==> src/rtl/core/hssp_pkg.sv <==
// ----------------------------------------------------------------------------
// hssp_pkg
// Types, constants and the half-step coil pattern for the stepper positioner.
// ----------------------------------------------------------------------------
package hssp_pkg;

   localparam int POS_W       = 16;
   localparam int INTERVAL_W  = 20;
   localparam int PHASE_W     = 3;
   localparam int COIL_W      = 4;
   localparam int CSR_INDEX_W = 2;
   localparam int CSR_DATA_W  = 20;
   localparam int REQ_DATA_W  = 32;
   localparam int RSP_DATA_W  = 24;

   typedef enum logic {
      KIND_TICK = 1'b0,
      KIND_LOAD = 1'b1
   } kind_type;

   localparam logic [CSR_INDEX_W-1:0] CSR_STEP_INTERVAL = 2'd0;
   localparam logic [CSR_INDEX_W-1:0] CSR_WRAP_LIMIT    = 2'd1;

   localparam logic [INTERVAL_W-1:0] STEP_INTERVAL_RESET = 20'd14648;
   localparam logic [POS_W-1:0]      WRAP_LIMIT_RESET    = 16'd4080;
   localparam logic [INTERVAL_W-1:0] ELAPSED_MAX         = '1;

   typedef struct packed {
      kind_type         kind;
      logic [POS_W-1:0] target_position;
      logic [POS_W-1:0] new_position;
   } item_type;

   typedef struct packed {
      logic [COIL_W-1:0] coils;
      logic              stepped;
      logic              ready_res;
      logic [POS_W-1:0]  position;
   } result_type;

   typedef struct packed {
      logic [INTERVAL_W-1:0] step_interval;
      logic [POS_W-1:0]      wrap_limit;
   } cfg_type;

   function automatic logic [COIL_W-1:0] phase_coils(input logic [PHASE_W-1:0] ph);
      logic [COIL_W-1:0] c;
      case (ph)
         3'd0:    c = 4'h1;
         3'd1:    c = 4'h3;
         3'd2:    c = 4'h2;
         3'd3:    c = 4'h6;
         3'd4:    c = 4'h4;
         3'd5:    c = 4'hC;
         3'd6:    c = 4'h8;
         3'd7:    c = 4'h9;
         default: c = 4'h0;
      endcase
      return c;
   endfunction

endpackage

==> src/rtl/core/hssp_ingress.sv <==
// ----------------------------------------------------------------------------
// hssp_ingress
// Input register: holds one request until the step logic takes it.
// ----------------------------------------------------------------------------
module hssp_ingress
   import hssp_pkg::*;
(
   input  logic     clock,
   input  logic     reset,
   input  logic     req_tvalid,
   output logic     req_tready,
   input  item_type req_item,
   input  logic     fire,
   output logic     item_valid,
   output item_type item
);

   logic     valid_ff, valid_in;
   item_type item_ff, item_in;

   assign req_tready = !valid_ff || fire;

   always_comb begin
      valid_in = valid_ff;
      item_in  = item_ff;
      if (req_tready) begin
         valid_in = req_tvalid;
         item_in  = req_item;
      end
   end

   always_ff @(posedge clock) begin
      if (reset) begin
         valid_ff <= 1'b0;
      end else begin
         valid_ff <= valid_in;
      end
      item_ff <= item_in;
   end

   assign item_valid = valid_ff;
   assign item       = item_ff;

endmodule

==> src/rtl/core/hssp_motion.sv <==
// ----------------------------------------------------------------------------
// hssp_motion
// Control registers, motor state and the single-pass half-step decision.
// ----------------------------------------------------------------------------
module hssp_motion
   import hssp_pkg::*;
(
   input  logic                   clock,
   input  logic                   reset,
   input  logic                   csr_valid,
   input  logic [CSR_INDEX_W-1:0] csr_index,
   input  logic [CSR_DATA_W-1:0]  csr_data,
   input  logic                   fire,
   input  item_type               item,
   output result_type             result
);

   cfg_type               cfg_ff, cfg_in;
   logic [POS_W-1:0]      position_ff, position_in;
   logic [PHASE_W-1:0]    phase_ff, phase_in;
   logic [INTERVAL_W-1:0] elapsed_ff, elapsed_in;
   logic [COIL_W-1:0]     coil_ff, coil_in;

   logic [INTERVAL_W-1:0] elapsed_inc;
   logic [PHASE_W-1:0]    phase_next;
   logic [POS_W:0]        pos_inc;
   logic [POS_W-1:0]      pos_step;
   logic                  do_step;
   logic                  arrive;

   always_comb begin
      cfg_in = cfg_ff;
      if (csr_valid) begin
         case (csr_index)
            CSR_STEP_INTERVAL: cfg_in.step_interval = csr_data;
            CSR_WRAP_LIMIT:    cfg_in.wrap_limit    = csr_data[POS_W-1:0];
            default:           cfg_in = cfg_ff;
         endcase
      end
   end

   always_comb begin
      elapsed_inc = (elapsed_ff == ELAPSED_MAX) ? elapsed_ff : elapsed_ff + 1'b1;
      phase_next  = phase_ff + 1'b1;
      pos_inc     = {1'b0, position_ff} + 1'b1;
      // past the wrap limit or the 16-bit range goes back to zero
      pos_step    = (pos_inc > {1'b0, cfg_ff.wrap_limit}) ? '0 : pos_inc[POS_W-1:0];
      do_step     = (item.kind == KIND_TICK) && (position_ff != item.target_position)
                    && (elapsed_inc >= cfg_ff.step_interval);
      arrive      = do_step && (pos_step == item.target_position);

      position_in = position_ff;
      phase_in    = phase_ff;
      elapsed_in  = elapsed_ff;
      coil_in     = coil_ff;
      if (item.kind == KIND_LOAD) begin
         position_in = item.new_position;
      end else if (do_step) begin
         position_in = pos_step;
         phase_in    = phase_next;
         elapsed_in  = '0;
         coil_in     = arrive ? '0 : phase_coils(phase_next);
      end else begin
         elapsed_in = elapsed_inc;
      end

      result.coils     = coil_in;
      result.stepped   = do_step;
      result.ready_res = arrive;
      result.position  = position_in;
   end

   always_ff @(posedge clock) begin
      if (reset) begin
         cfg_ff.step_interval <= STEP_INTERVAL_RESET;
         cfg_ff.wrap_limit    <= WRAP_LIMIT_RESET;
         position_ff          <= '0;
         phase_ff             <= '0;
         elapsed_ff           <= ELAPSED_MAX;
         coil_ff              <= '0;
      end else begin
         cfg_ff <= cfg_in;
         if (fire) begin
            position_ff <= position_in;
            phase_ff    <= phase_in;
            elapsed_ff  <= elapsed_in;
            coil_ff     <= coil_in;
         end
      end
   end

endmodule

==> src/rtl/core/hssp_egress.sv <==
// ----------------------------------------------------------------------------
// hssp_egress
// Result register: holds one result until the downstream side takes it.
// ----------------------------------------------------------------------------
module hssp_egress
   import hssp_pkg::*;
(
   input  logic                  clock,
   input  logic                  reset,
   input  logic                  fire,
   input  result_type            result,
   output logic                  take_ready,
   output logic                  rsp_tvalid,
   input  logic                  rsp_tready,
   output logic [RSP_DATA_W-1:0] rsp_tdata
);

   logic       valid_ff, valid_in;
   result_type result_ff, result_in;

   assign take_ready = !valid_ff || rsp_tready;

   always_comb begin
      valid_in  = valid_ff;
      result_in = result_ff;
      if (take_ready) begin
         valid_in  = fire;
         result_in = result;
      end
   end

   always_ff @(posedge clock) begin
      if (reset) begin
         valid_ff <= 1'b0;
      end else begin
         valid_ff <= valid_in;
      end
      result_ff <= result_in;
   end

   assign rsp_tvalid = valid_ff;
   assign rsp_tdata  = {2'b00, result_ff.position, result_ff.ready_res,
                        result_ff.stepped, result_ff.coils};

endmodule

==> src/rtl/core/half_step_stepper_positioner.sv <==
// ----------------------------------------------------------------------------
// half_step_stepper_positioner
// Half-step four-coil stepper sequencer that steps toward a target position.
//
//   channel | direction | tdata / data                     | tuser
//   req_    | in        | target_position, new_position    | kind
//   rsp_    | out       | coils, stepped, ready_res, pos   | -
//   csr_    | in        | index 0 step_interval, 1 wrap    | -
//
// one request per cycle while results are taken; each result passes the input register, then the result register
// the loop through position, phase and elapsed closes through combinational logic
// reset clears position, phase and coils, saturates the elapsed count and loads the default control values
// a stalled result holds the input register, so req_tready drops with it
// ----------------------------------------------------------------------------
module half_step_stepper_positioner
   import hssp_pkg::*;
(
   input  logic                   clock,
   input  logic                   reset,
   input  logic                   req_tvalid,
   output logic                   req_tready,
   input  logic [REQ_DATA_W-1:0]  req_tdata,  // target_position, new_position
   input  logic                   req_tuser,  // kind
   output logic                   rsp_tvalid,
   input  logic                   rsp_tready,
   output logic [RSP_DATA_W-1:0]  rsp_tdata,  // coils, stepped, ready_res, position, pad
   input  logic                   csr_valid,
   output logic                   csr_ready,
   input  logic [CSR_INDEX_W-1:0] csr_index,
   input  logic [CSR_DATA_W-1:0]  csr_data
);

   item_type   req_item;
   item_type   item;
   logic       item_valid;
   logic       take_ready;
   logic       fire;
   result_type result;

   assign csr_ready = 1'b1;

   assign req_item.kind            = kind_type'(req_tuser);
   assign req_item.target_position = req_tdata[POS_W-1:0];
   assign req_item.new_position    = req_tdata[2*POS_W-1:POS_W];

   assign fire = item_valid && take_ready;

   hssp_ingress u_ingress (
      .clock      (clock),
      .reset      (reset),
      .req_tvalid (req_tvalid),
      .req_tready (req_tready),
      .req_item   (req_item),
      .fire       (fire),
      .item_valid (item_valid),
      .item       (item)
   );

   hssp_motion u_motion (
      .clock     (clock),
      .reset     (reset),
      .csr_valid (csr_valid && csr_ready),
      .csr_index (csr_index),
      .csr_data  (csr_data),
      .fire      (fire),
      .item      (item),
      .result    (result)
   );

   hssp_egress u_egress (
      .clock      (clock),
      .reset      (reset),
      .fire       (fire),
      .result     (result),
      .take_ready (take_ready),
      .rsp_tvalid (rsp_tvalid),
      .rsp_tready (rsp_tready),
      .rsp_tdata  (rsp_tdata)
   );

endmodule

==> config.mk <==
export PLATFORM = sky130hd
export DESIGN_NAME = half_step_stepper_positioner
export DESIGN_NICKNAME = d
export VERILOG_FILES = /design/src/rtl/core/hssp_pkg.sv /design/src/rtl/core/hssp_ingress.sv /design/src/rtl/core/hssp_motion.sv /design/src/rtl/core/hssp_egress.sv /design/src/rtl/core/half_step_stepper_positioner.sv
export SDC_FILE = /design/constraint.sdc
export NUM_CORES = 1
export LEC_CHECK = 0
export BUFFER_PORTS_ARGS = -buffer_cell sky130_fd_sc_hd__buf_2
export CAP_MARGIN = 0
export CORE_MARGIN = 4
export CORE_UTILIZATION = 53
export DETAILED_ROUTE_END_ITERATION = 12
export PLACE_DENSITY = 0.76
export SYNTH_ARGS = -nofsm -noshare
export SYNTH_HDL_FRONTEND = slang
export SYNTH_SLANG_ARGS = --single-unit
==> constraint.sdc <==
create_clock -name clock -period 4.3 [get_ports clock]
set_input_delay 0.43 -clock clock [delete_from_list [all_inputs] [get_ports clock]]
set_output_delay 0.43 -clock clock [all_outputs]
set_load 0.02 [all_outputs]
==> qor.txt, run 1 <==
Synth async-reset ratio -> 0%
top post-synthesis cells by area -> edfxtp_1 22%, dfxtp_1 22%, ha_1 7.1%, nand2_1 6.7%, xnor2_1 4.8%
die area -> 15830 sq um
reg-to-reg critical path startpoint -> u_motion.elapsed_ff[5]
Clk pwr share -> 41.0%
Ports -> 87
Inserted Clock Buffers -> 17
deepest clock path buffer count -> 2
initial antenna violation count -> 0
critical path launch point type -> flop
HP Start -> req_tdata[20]
Logic pwr share -> 21.3%
Worst IR Drop VDD -> 0.3436 mV
Final Hold Viols -> 0
first-pass GRT wire length -> 31.13 mm
Die Height -> 125.8 microns
CTS tree -> done
Util after Layout -> 69.09%
net load switching power -> 1.076 mW
Setup violations, final -> 2
DRT Pass-1 Iters -> 5
# rows -> 42
crit path max fanout -> 6
GPL Wtd Cong -> 0.9754
fin crit period -> 4.321 ns
dpl hpwl -> 13.94 mm
count of cell types in the netlist -> 66
post-route setup slack -> -0.02131 ns
top-area cell type share of the netlist area -> 22.45%
Layout area overhead -> 25.85%
Core Footprint -> 13400 sq um
violated checks -> setup timing
CP required -> 4.62 ns
ANT cells -> 0
wire per inst -> 17.67 microns
Seq pwr share -> 37.6%
pre-CTS WS -> 0.005077 ns
synthesized instance count -> 809
status -> complete, but fails checks
global route total overflow -> 0
clk_skew -> 0.01008 ns
fin cells -> 1128
pin count of the biggest net entering global routing -> 61
RSZ-0062 raised after global routing -> yes
register bit total from synthesis -> 136
Sw Share -> 27.23%
Vias/cell -> 5.785
initial drt markers -> 685
Post-synth EDFFs -> 55
Die Wd -> 125.8 microns
Leak -> 3.962 nW
kind of critical path -> flop to flop
Starting Density -> 54.90%
Max Cap Viol -> 0
worst hold path class -> input pin to flop
via count -> 6525
average footprint of a synthesized cell -> 9.094 sq um
max-slew violation count -> 0
R2R setup slack -> -0.02 ns
DRT antenna net count -> 0
# DRC -> 0
Synth area leader -> edfxtp_1
register area share after synthesis -> 44.49%
number of H-tree levels -> 4
vias in the first global route -> 6095
clk sinks -> 136
Slew Limit Headroom -> 40.19%
setup_tns -> -0.03749 ns
Cells after DPL -> 1082
P per Cell Area -> 426.8 nW/um^2
crit path DAT -> 4.64 ns
worst skew pair latency -> 0.43 ns
CP endpoint kind -> flop
f_max -> 231.4 MHz
Port Buf Inserts -> 83
Layout Nets -> 1041
CTS clk-pin slew, worst paths -> 0.06 ns
layout cell share with drive strength beyond 1 -> 24.79%
root buffer cell -> clkbuf_16
hold slack -> 0.1727 ns
Worst Setup SP -> u_motion.elapsed_ff[5]
GRT Overall Usage -> 24.55%
wirelength, routed -> 19.93 mm
predominant post-synthesis flop cell -> dfxtp_1
Post-Syn Area -> 7357 sq um
Worst-Margin Slew -> 0.8971 ns
Int Power -> 2.875 mW
final period utilization -> 100.5%
YS warnings -> 0
## what timing repair did
action                     CTS  global route
hold buffers                 0             0
setup buffers                1            11
pin swaps                    2            24
gates resized for setup      3            40
cloned                       0             2
setup endpoints to repair    8            53
hold endpoints to repair     0             0
## registers in the layout, indices dropped and copies added, names as in the netlist
register              count
u_motion.position_ff     16
u_motion.elapsed_ff      20
u_motion.coil_ff          4
u_ingress.item_valid      1
u_motion.phase_ff         3
u_ingress.item           33
u_motion.cfg_ff          36
u_egress.rsp_tdata       22
u_egress.rsp_tvalid       1
## metrics by stage
stage	cell area, sq um	power, mW
floorplan	7367	1.999
global placement	8270	2.215
detailed placement	8270	2.229
CTS	8976	3.857
global route	9259	4.121
finish	9259	3.951
## synthesized netlist by cell type, types with 4 or more instances
cell type  instances
nor2_1            36
nor4b_1            4
a221o_1           20
inv_1             56
buf_4              4
o21ai_0           24
dfxtp_1           81
a21oi_1           60
xor2_1            13
o21a_1             4
and4_1             6
nand2_1          132
nand3b_1           4
edfxtp_1          55
a31oi_1            5
nor3b_1            6
clkbuf_1          31
o211ai_1          19
nand4_1           22
a21o_1            11
a211oi_1           4
nand3_1           26
nor3_1            19
and2_1             6
buf_2             11
o31ai_1            6
ha_1              42
and3_1             7
xnor2_1           40
## per-layer routing
layer	up-vias	part of all wire (%)	track usage (%)
met5	-	0	0
met3	46	7.7	5.546
met1	3054	44	33.95
li1	3127	-	-
met4	0	2.3	8.076
met2	298	46	38.45
## layout make-up
class,count,area [sq um]
Sequential cell,136,3277
Clock inverter,6,90.09
Timing Repair Buffer,159,1049
Fill cell,1055,4141
Inverter,57,214.0
Multi-Input combinational cell,568,3820
Clock buffer,26,589.3
Tap cell,176,220.2
## cell usage in the layout, fill, tap and decap left out, types with 3 or more instances in the layout
master     count
a211oi_1       3
a31oi_1        5
conb_1         3
o21ai_0       21
a21o_1        11
o21a_1         4
dfxtp_2        3
a221o_1       20
and4_1         5
a21oi_1       54
o21ai_1        3
nand2_1      130
and3_1         6
xor2_1        13
mux2i_1        3
xnor2_1       37
and2_1         5
clkbuf_16     24
buf_4         70
xnor2_2        3
a21oi_2        6
nand4_1       22
o31ai_1        6
nor2_1        34
inv_1         56
ha_1          42
o211ai_1      19
edfxtp_1      55
nor3_1        18
nor4b_1        3
dfxtp_1       78
nand3b_1       4
nor3b_1        5
a211o_1        3
buf_2         83
nand3_1       25
## worst max-delay path: stages (launching register included)
cell	delay, ns
dfxtp_2	0.34
and3_4	0.21
nand3_4	0.08
or4_4	0.55
or3_4	0.45
nand4_4	0.14
nor2_4	0.06
and3_4	0.16
xor2_1	0.14
ha_1	0.31
a21o_1	0.18
a21o_1	0.16
a21oi_2	0.13
o211ai_1	0.17
o21ai_4	0.26
inv_1	0.14
o21ai_0	0.31
o21ai_0	0.15
a221oi_1	0.27
## power by group through the flow
stage | registers, mW | clock network (mW) | logic (mW)
floorplan | 1.53 | 0 | 0.468
global placement | 1.51 | 0 | 0.708
detailed placement | 1.51 | 0 | 0.720
CTS | 1.48 | 1.63 | 0.739
global route | 1.49 | 1.71 | 0.919
finish | 1.49 | 1.62 | 0.843
## worst paths after layout
kind | endpoint | depth (start not counted)
worst max-delay path | u_motion.position_ff[2] | 18
worst min-delay path | u_ingress.item[4] | 1
worst max register to register | u_motion.position_ff[2] | 18
worst min register to register | u_motion.cfg_ff[14] | 2
## cells by family after synthesis
kind of cell / after synthesis / share of synthesized area (%)
compound gates: 171 / 15.51
xor+xnor: 54 / 6.616
fa+ha+maj: 42 / 7.143
buf+inv: 106 / 5.799
flops: 136 / 44.49
mux: 5 / 0.7143
other cells: 2 / 0.1021
simple gates: 293 / 19.63
Note: power is estimated with default switching activity, not from simulation.
==> run 2: changes to the inputs <==
- ABC_AREA: default -> 1
==> run 2 against run 1 <==
Effect of this change:
- the run now ends clean
- final cell count grew 4.3%
- sequential power hardly changed
- worst hold slack better by 0.0028 ns
- clock skew up 0.0025 ns
- first-iteration DRC count shrank 17%
- final area shrank 7.3%
- clock power is 10% lower
- critical path type unchanged
- highest routed layer unchanged
==> qor.txt, run 2 <==
status -> finished, final reports clean
Inserted Clock Buffers -> 17
crit path max fanout -> 19
Leak -> 4.151 nW
pin count of the biggest net entering global routing -> 58
Worst-Margin Slew -> 0.7215 ns
predominant post-synthesis flop cell -> dfxtp_1
register bit total from synthesis -> 136
final period utilization -> 92.08%
first-pass GRT wire length -> 29.15 mm
CTS tree -> done
Worst path most repeated cell -> nand2_1
number of H-tree levels -> 4
GRT Overall Usage -> 22.67%
DRT antenna net count -> 0
layout cell share with drive strength beyond 1 -> 16.08%
GPL Wtd Cong -> 0.9449
met2 usage in global routing -> 36.65%
CP endpoint kind -> flop
Max Cap Viol -> 0
critical path launch point type -> flop
wire per inst -> 15.04 microns
P per Cell Area -> 429.5 nW/um^2
hold slack -> 0.1755 ns
vias in the first global route -> 6032
Final Instance Area -> 8586 sq um
Layout Nets -> 1090
Clk pwr share -> 39.3%
cell at the slowest stage of the critical path -> dfxtp_1
commonest cells after routing, fill and taps aside -> 212 x nand2_1, 115 x inv_1, 83 x buf_2
deepest clock path buffer count -> 2
f_max -> 252.6 MHz
Starting Density -> 55.13%
top post-synthesis cells by area -> edfxtp_1 22%, dfxtp_1 22%, nand2_1 11%, ha_1 7.1%, inv_1 5.8%
net load switching power -> 1.072 mW
Vias/cell -> 5.391
Post-synth EDFFs -> 55
count of cell types in the netlist -> 41
Largest Register -> u_motion.cfg_ff
Die Height -> 126.3 microns
Util after Layout -> 63.82%
Post-DP Area -> 7945 sq um
family with the most delay on the worst path -> simple AND/OR/NAND/NOR gates
initial antenna violation count -> 0
kind of critical path -> flop to flop
CTS Hold Buffers Added -> 0
worst path bufs/invs -> 3
YS warnings -> 0
Logic pwr share -> 19.7%
Sw Share -> 29.06%
via count -> 6345
Slew Limit Headroom -> 51.85%
synthesized instance count -> 912
Fillers -> 1171
# DRC -> 0
Port Buf Inserts -> 83
GR Util met1 -> 30.23%
CTS clk-pin slew, worst paths -> 0.06 ns
Int Power -> 2.616 mW
worst skew pair latency -> 0.43 ns
number of gates resized after CTS -> 0
Core Footprint -> 13450 sq um
CP required -> 4.66 ns
most common cell after layout, fill and taps aside -> nand2_1
max-slew violation count -> 0
Post-synth top cells -> 212 x nand2_1, 115 x inv_1, 81 x dfxtp_1
ANT cells -> 0
average footprint of a synthesized cell -> 8.133 sq um
crit path DAT -> 4.32 ns
Synth area leader -> edfxtp_1
# rows -> 42
Seq pwr share -> 41.0%
register area share after synthesis -> 44.13%
Layout area overhead -> 15.76%
die area -> 15950 sq um
global route total overflow -> 0
Synth async-reset ratio -> 0%
wirelength, routed -> 17.70 mm
clk_skew -> 0.01260 ns
largest stage delay on the critical path -> 0.40 ns
Final Hold Viols -> 0
most common cell in the synthesized netlist -> nand2_1
Ports -> 87
Worst IR Drop VDD -> 0.3024 mV
number of setup buffers added after CTS -> 0
top-area cell type share of the netlist area -> 22.27%
worst hold path class -> input pin to flop
M3 GR Usage -> 5.086%
clk sinks -> 136
Post-Syn Area -> 7417 sq um
power consumption -> 3.687 mW
fin crit period -> 3.959 ns
grt peak-use layer -> met2
initial drt markers -> 570
Setup violations, final -> 0
DRT Pass-1 Iters -> 6
root buffer cell -> clkbuf_16
max FFs per register -> 36
Die Wd -> 126.3 microns
dpl hpwl -> 12.82 mm
-- run 2: changes by cell type in the layout (fill, tap and decap cells not counted), moves of 14 or more --
cell | previous run | this run
a22oi_1 | 2 | 19
nand3_1 | 25 | 39
buf_4 | 70 | 8
nand2_1 | 130 | 212
xor2_1 | 13 | 28
o21ai_0 | 21 | 47
xnor2_1 | 37 | 6
nor2_1 | 34 | 57
inv_1 | 56 | 115
a221o_1 | 20 | 0
-- run 2: per-layer routing --
layer | vias up | part of all wire, % | wire [microns]
li1 | 3195 | - | -
met1 | 2928 | 45 | 8031
met2 | 196 | 47 | 8317
met3 | 26 | 5.7 | 1008
met4 | 0 | 1.9 | 343
met5 | - | 0 | 0
-- run 2: metrics by stage --
step                      setup slack (ns)  std cells  setup TNS [ns]
after floorplan                     0.7787        913               0
after detailed placement            0.1222       1145               0
after CTS                          0.04662       1177               0
final                               0.3407       1177               0
after global placement              0.1918       1145               0
after global routing              -0.01843       1177        -0.01968
-- run 2: kinds of logic after synthesis --
kind of cell,synth area share [%]
xor gates and xnor gates,4.234
muxes,0.1350
AOI/OAI and AO/OA,12.55
other,0.1013
buffers and inverters,8.654
and+or+nand+nor,23.11
DFF,44.13
adders and majority gates,7.085
-- run 2: power by group through the flow --
stage          Sequential (mW)  Clock [mW]  Combinational (mW)
5_1_grt                   1.52        1.53               0.821
6_report                  1.51        1.45               0.726
3_5_place_dp              1.54           0               0.704
4_1_cts                   1.51        1.47               0.714
3_3_place_gp              1.54           0               0.688
2_1_floorplan             1.56           0               0.494
-- run 2: final cells by class --
cell class                 count  area, sq um  area share [%]
multi-input combinational    619         3543           41.27
clock inverter                 5        26.28          0.3060
inverter                     122        457.9           5.334
timing repair buffer          92        486.7           5.669
sequential                   136         3274           38.14
clock buffer                  27        576.8           6.718
tap                          176        220.2           2.565
-- run 2: worst paths after layout --
| check | startpoint | end | slack, ns | depth (start not counted) |
|---|---|---|---|---|
| worst min register to register | u_motion.cfg_ff[3] | u_motion.cfg_ff[3] | 0.46 | 2 |
| worst min-delay path | req_tdata[31] | u_ingress.item[15] | 0.18 | 1 |
| worst max-delay path | u_motion.elapsed_ff[0] | u_motion.elapsed_ff[17] | 0.34 | 25 |
| worst max register to register | u_motion.elapsed_ff[0] | u_motion.elapsed_ff[17] | 0.34 | 25 |
-- run 2: worst register-to-register path, cell delays in order, from the launching register on --
cell,delay [ns]
dfxtp_1,0.40
ha_1,0.21
nand3_1,0.08
nor2_1,0.15
nand2_1,0.09
inv_1,0.06
nand2_1,0.09
nor2_2,0.16
nand3_2,0.14
nand2_1,0.11
inv_1,0.06
nand3_1,0.11
nor2_1,0.08
xor2_1,0.24
ha_1,0.30
a21oi_1,0.15
nor3_1,0.07
a211oi_1,0.16
nor2_1,0.05
o21ai_0,0.16
nand4_1,0.14
nand2_1,0.14
inv_2,0.14
nor2_4,0.40
a22oi_1,0.14
nand2_1,0.10
==> run 3: changes to the inputs <==
- CORE_UTILIZATION: 53 -> 55
- CTS_BUF_LIST: default -> sky130_fd_sc_hd__clkbuf_4 sky130_fd_sc_hd__clkbuf_8
- clock period: 4.3 -> 4.82 ns (I/O delays scaled with it)
==> run 3 against run 2 <==
Effect of this change:
- global-route usage grew 1.3 points
- final area is 2.8% lower
- clock skew decreased by 0.0014 ns
- largest power group unchanged
- combinational power fell by 13%
- routed wire length fell by 2.7%
- flip-flop and latch count is the same
- clock power down 35%
==> qor.txt, run 3 (same netlist as run 2, synthesis figures left out) <==
Int Power -> 2.015 mW
worst skew pair latency -> 0.45 ns
dpl hpwl -> 12.69 mm
clk sinks -> 136
met2 usage in global routing -> 40.10%
commonest cells after routing, fill and taps aside -> 212 x nand2_1, 115 x inv_1, 83 x buf_2
Worst IR Drop VDD -> 0.3676 mV
Die Wd -> 124.1 microns
Leak -> 4.035 nW
Inserted Clock Buffers -> 17
initial antenna violation count -> 0
Final Hold Viols -> 0
vias in the first global route -> 5908
GR Util met1 -> 30.91%
global route total overflow -> 0
CP endpoint kind -> flop
number of gates resized after CTS -> 0
deepest clock path buffer count -> 2
critical path launch point type -> flop
Starting Density -> 56.01%
number of setup buffers added after CTS -> 0
root buffer cell -> clkbuf_8
wire per inst -> 14.66 microns
worst hold path class -> input pin to flop
Core Footprint -> 13240 sq um
number of H-tree levels -> 4
DRT antenna net count -> 0
setup_tns -> 0 ns
crit path max fanout -> 33
GPL Wtd Cong -> 0.9048
Setup violations, final -> 0
# rows -> 42
first-pass GRT wire length -> 28.73 mm
power consumption -> 2.927 mW
fin crit period -> 4.172 ns
final period utilization -> 86.56%
clk_skew -> 0.01120 ns
die area -> 15410 sq um
Largest Register -> u_motion.cfg_ff
M3 GR Usage -> 6.040%
Seq pwr share -> 46.0%
crit path DAT -> 4.52 ns
Layout Nets -> 1088
Vias/cell -> 5.344
Slew Limit Headroom -> 28.57%
CTS Hold Buffers Added -> 0
net load switching power -> 912.8 uW
layout cell share with drive strength beyond 1 -> 15.52%
wirelength, routed -> 17.23 mm
pin count of the biggest net entering global routing -> 44
kind of critical path -> flop to flop
max FFs per register -> 36
# DRC -> 0
Post-DP Area -> 7930 sq um
Layout area overhead -> 12.47%
CP required -> 5.17 ns
Port Buf Inserts -> 83
pre-CTS WS -> 0.5669 ns
ANT cells -> 0
via count -> 6279
CTS clk-pin slew, worst paths -> 0.08 ns
grt peak-use layer -> met2
max-slew violation count -> 0
CTS tree -> done
Worst-Margin Slew -> 1.067 ns
R2R setup slack -> 0.65 ns
Final Instance Area -> 8342 sq um
RSZ-0062 raised after global routing -> no
Logic pwr share -> 21.6%
f_max -> 239.7 MHz
GRT Overall Usage -> 23.99%
initial drt markers -> 525
Clk pwr share -> 32.4%
most common cell after layout, fill and taps aside -> nand2_1
P per Cell Area -> 350.9 nW/um^2
DRT Pass-1 Iters -> 7
Die Height -> 124.1 microns
Sw Share -> 31.18%
status -> finished, final reports clean
Ports -> 87
Max Cap Viol -> 0
post-route setup slack -> 0.6480 ns
## run 3: cell type report
class                           count  area (sq um)
Clock buffer                       21         282.8
Sequential cell                   136          3273
Tap cell                          176         220.2
Multi-Input combinational cell    619          3516
Clock inverter                     11         120.1
Timing Repair Buffer               90         471.7
Fill cell                        1211          4901
Inverter                          122         457.9
## run 3: power groups by stage
stage / clock network [mW] / logic, mW / registers [mW]
2_1_floorplan: 0 / 0.441 / 1.39
3_3_place_gp: 0 / 0.614 / 1.37
3_5_place_dp: 0 / 0.625 / 1.37
4_1_cts: 0.965 / 0.631 / 1.34
5_1_grt: 1.02 / 0.725 / 1.36
6_report: 0.949 / 0.633 / 1.35
## run 3: worst paths after layout
kind,from,endpoint,cells past startpoint
max,u_motion.elapsed_ff[1],u_motion.position_ff[0],25
max reg2reg,u_motion.elapsed_ff[1],u_motion.position_ff[0],25
min,req_tdata[27],u_ingress.item[11],1
min reg2reg,u_motion.cfg_ff[3],u_motion.cfg_ff[3],2
## run 3: through the flow
step                      hold slack (ns)  instances  util [%]
final                              0.2015       1175     62.99
after global routing               0.1683       1175     62.99
after CTS                          0.1783       1175     62.93
after detailed placement           0.4538       1143     59.88
after global placement             0.4474       1143     59.88
after floorplan                    0.4353        913         -
## run 3: worst max-delay path: stages (launching register included)
cell      delay (ns)
dfxtp_1         0.41
ha_1            0.20
nand3_1         0.08
nor2_1          0.20
nand2_1         0.10
inv_1           0.06
nand2_1         0.07
nor2_1          0.14
nand3_1         0.18
nand2_1         0.14
inv_1           0.06
nand3_1         0.11
nor2_1          0.08
xor2_1          0.16
ha_1            0.30
nand2_1         0.06
nor3_1          0.22
nand2_1         0.07
or4_1           0.40
nand4_1         0.11
nand2_1         0.16
buf_6           0.25
nand3_1         0.09
o211ai_1        0.15
o21ai_0         0.19
inv_1           0.06
## run 3: layer usage
layer,part of all wire (%),vias to the layer above,wire length [microns]
met5,0,-,0
met4,1.6,0,275
met3,5.2,20,890
met2,49,146,8439
met1,44,2920,7625
li1,-,3193,-
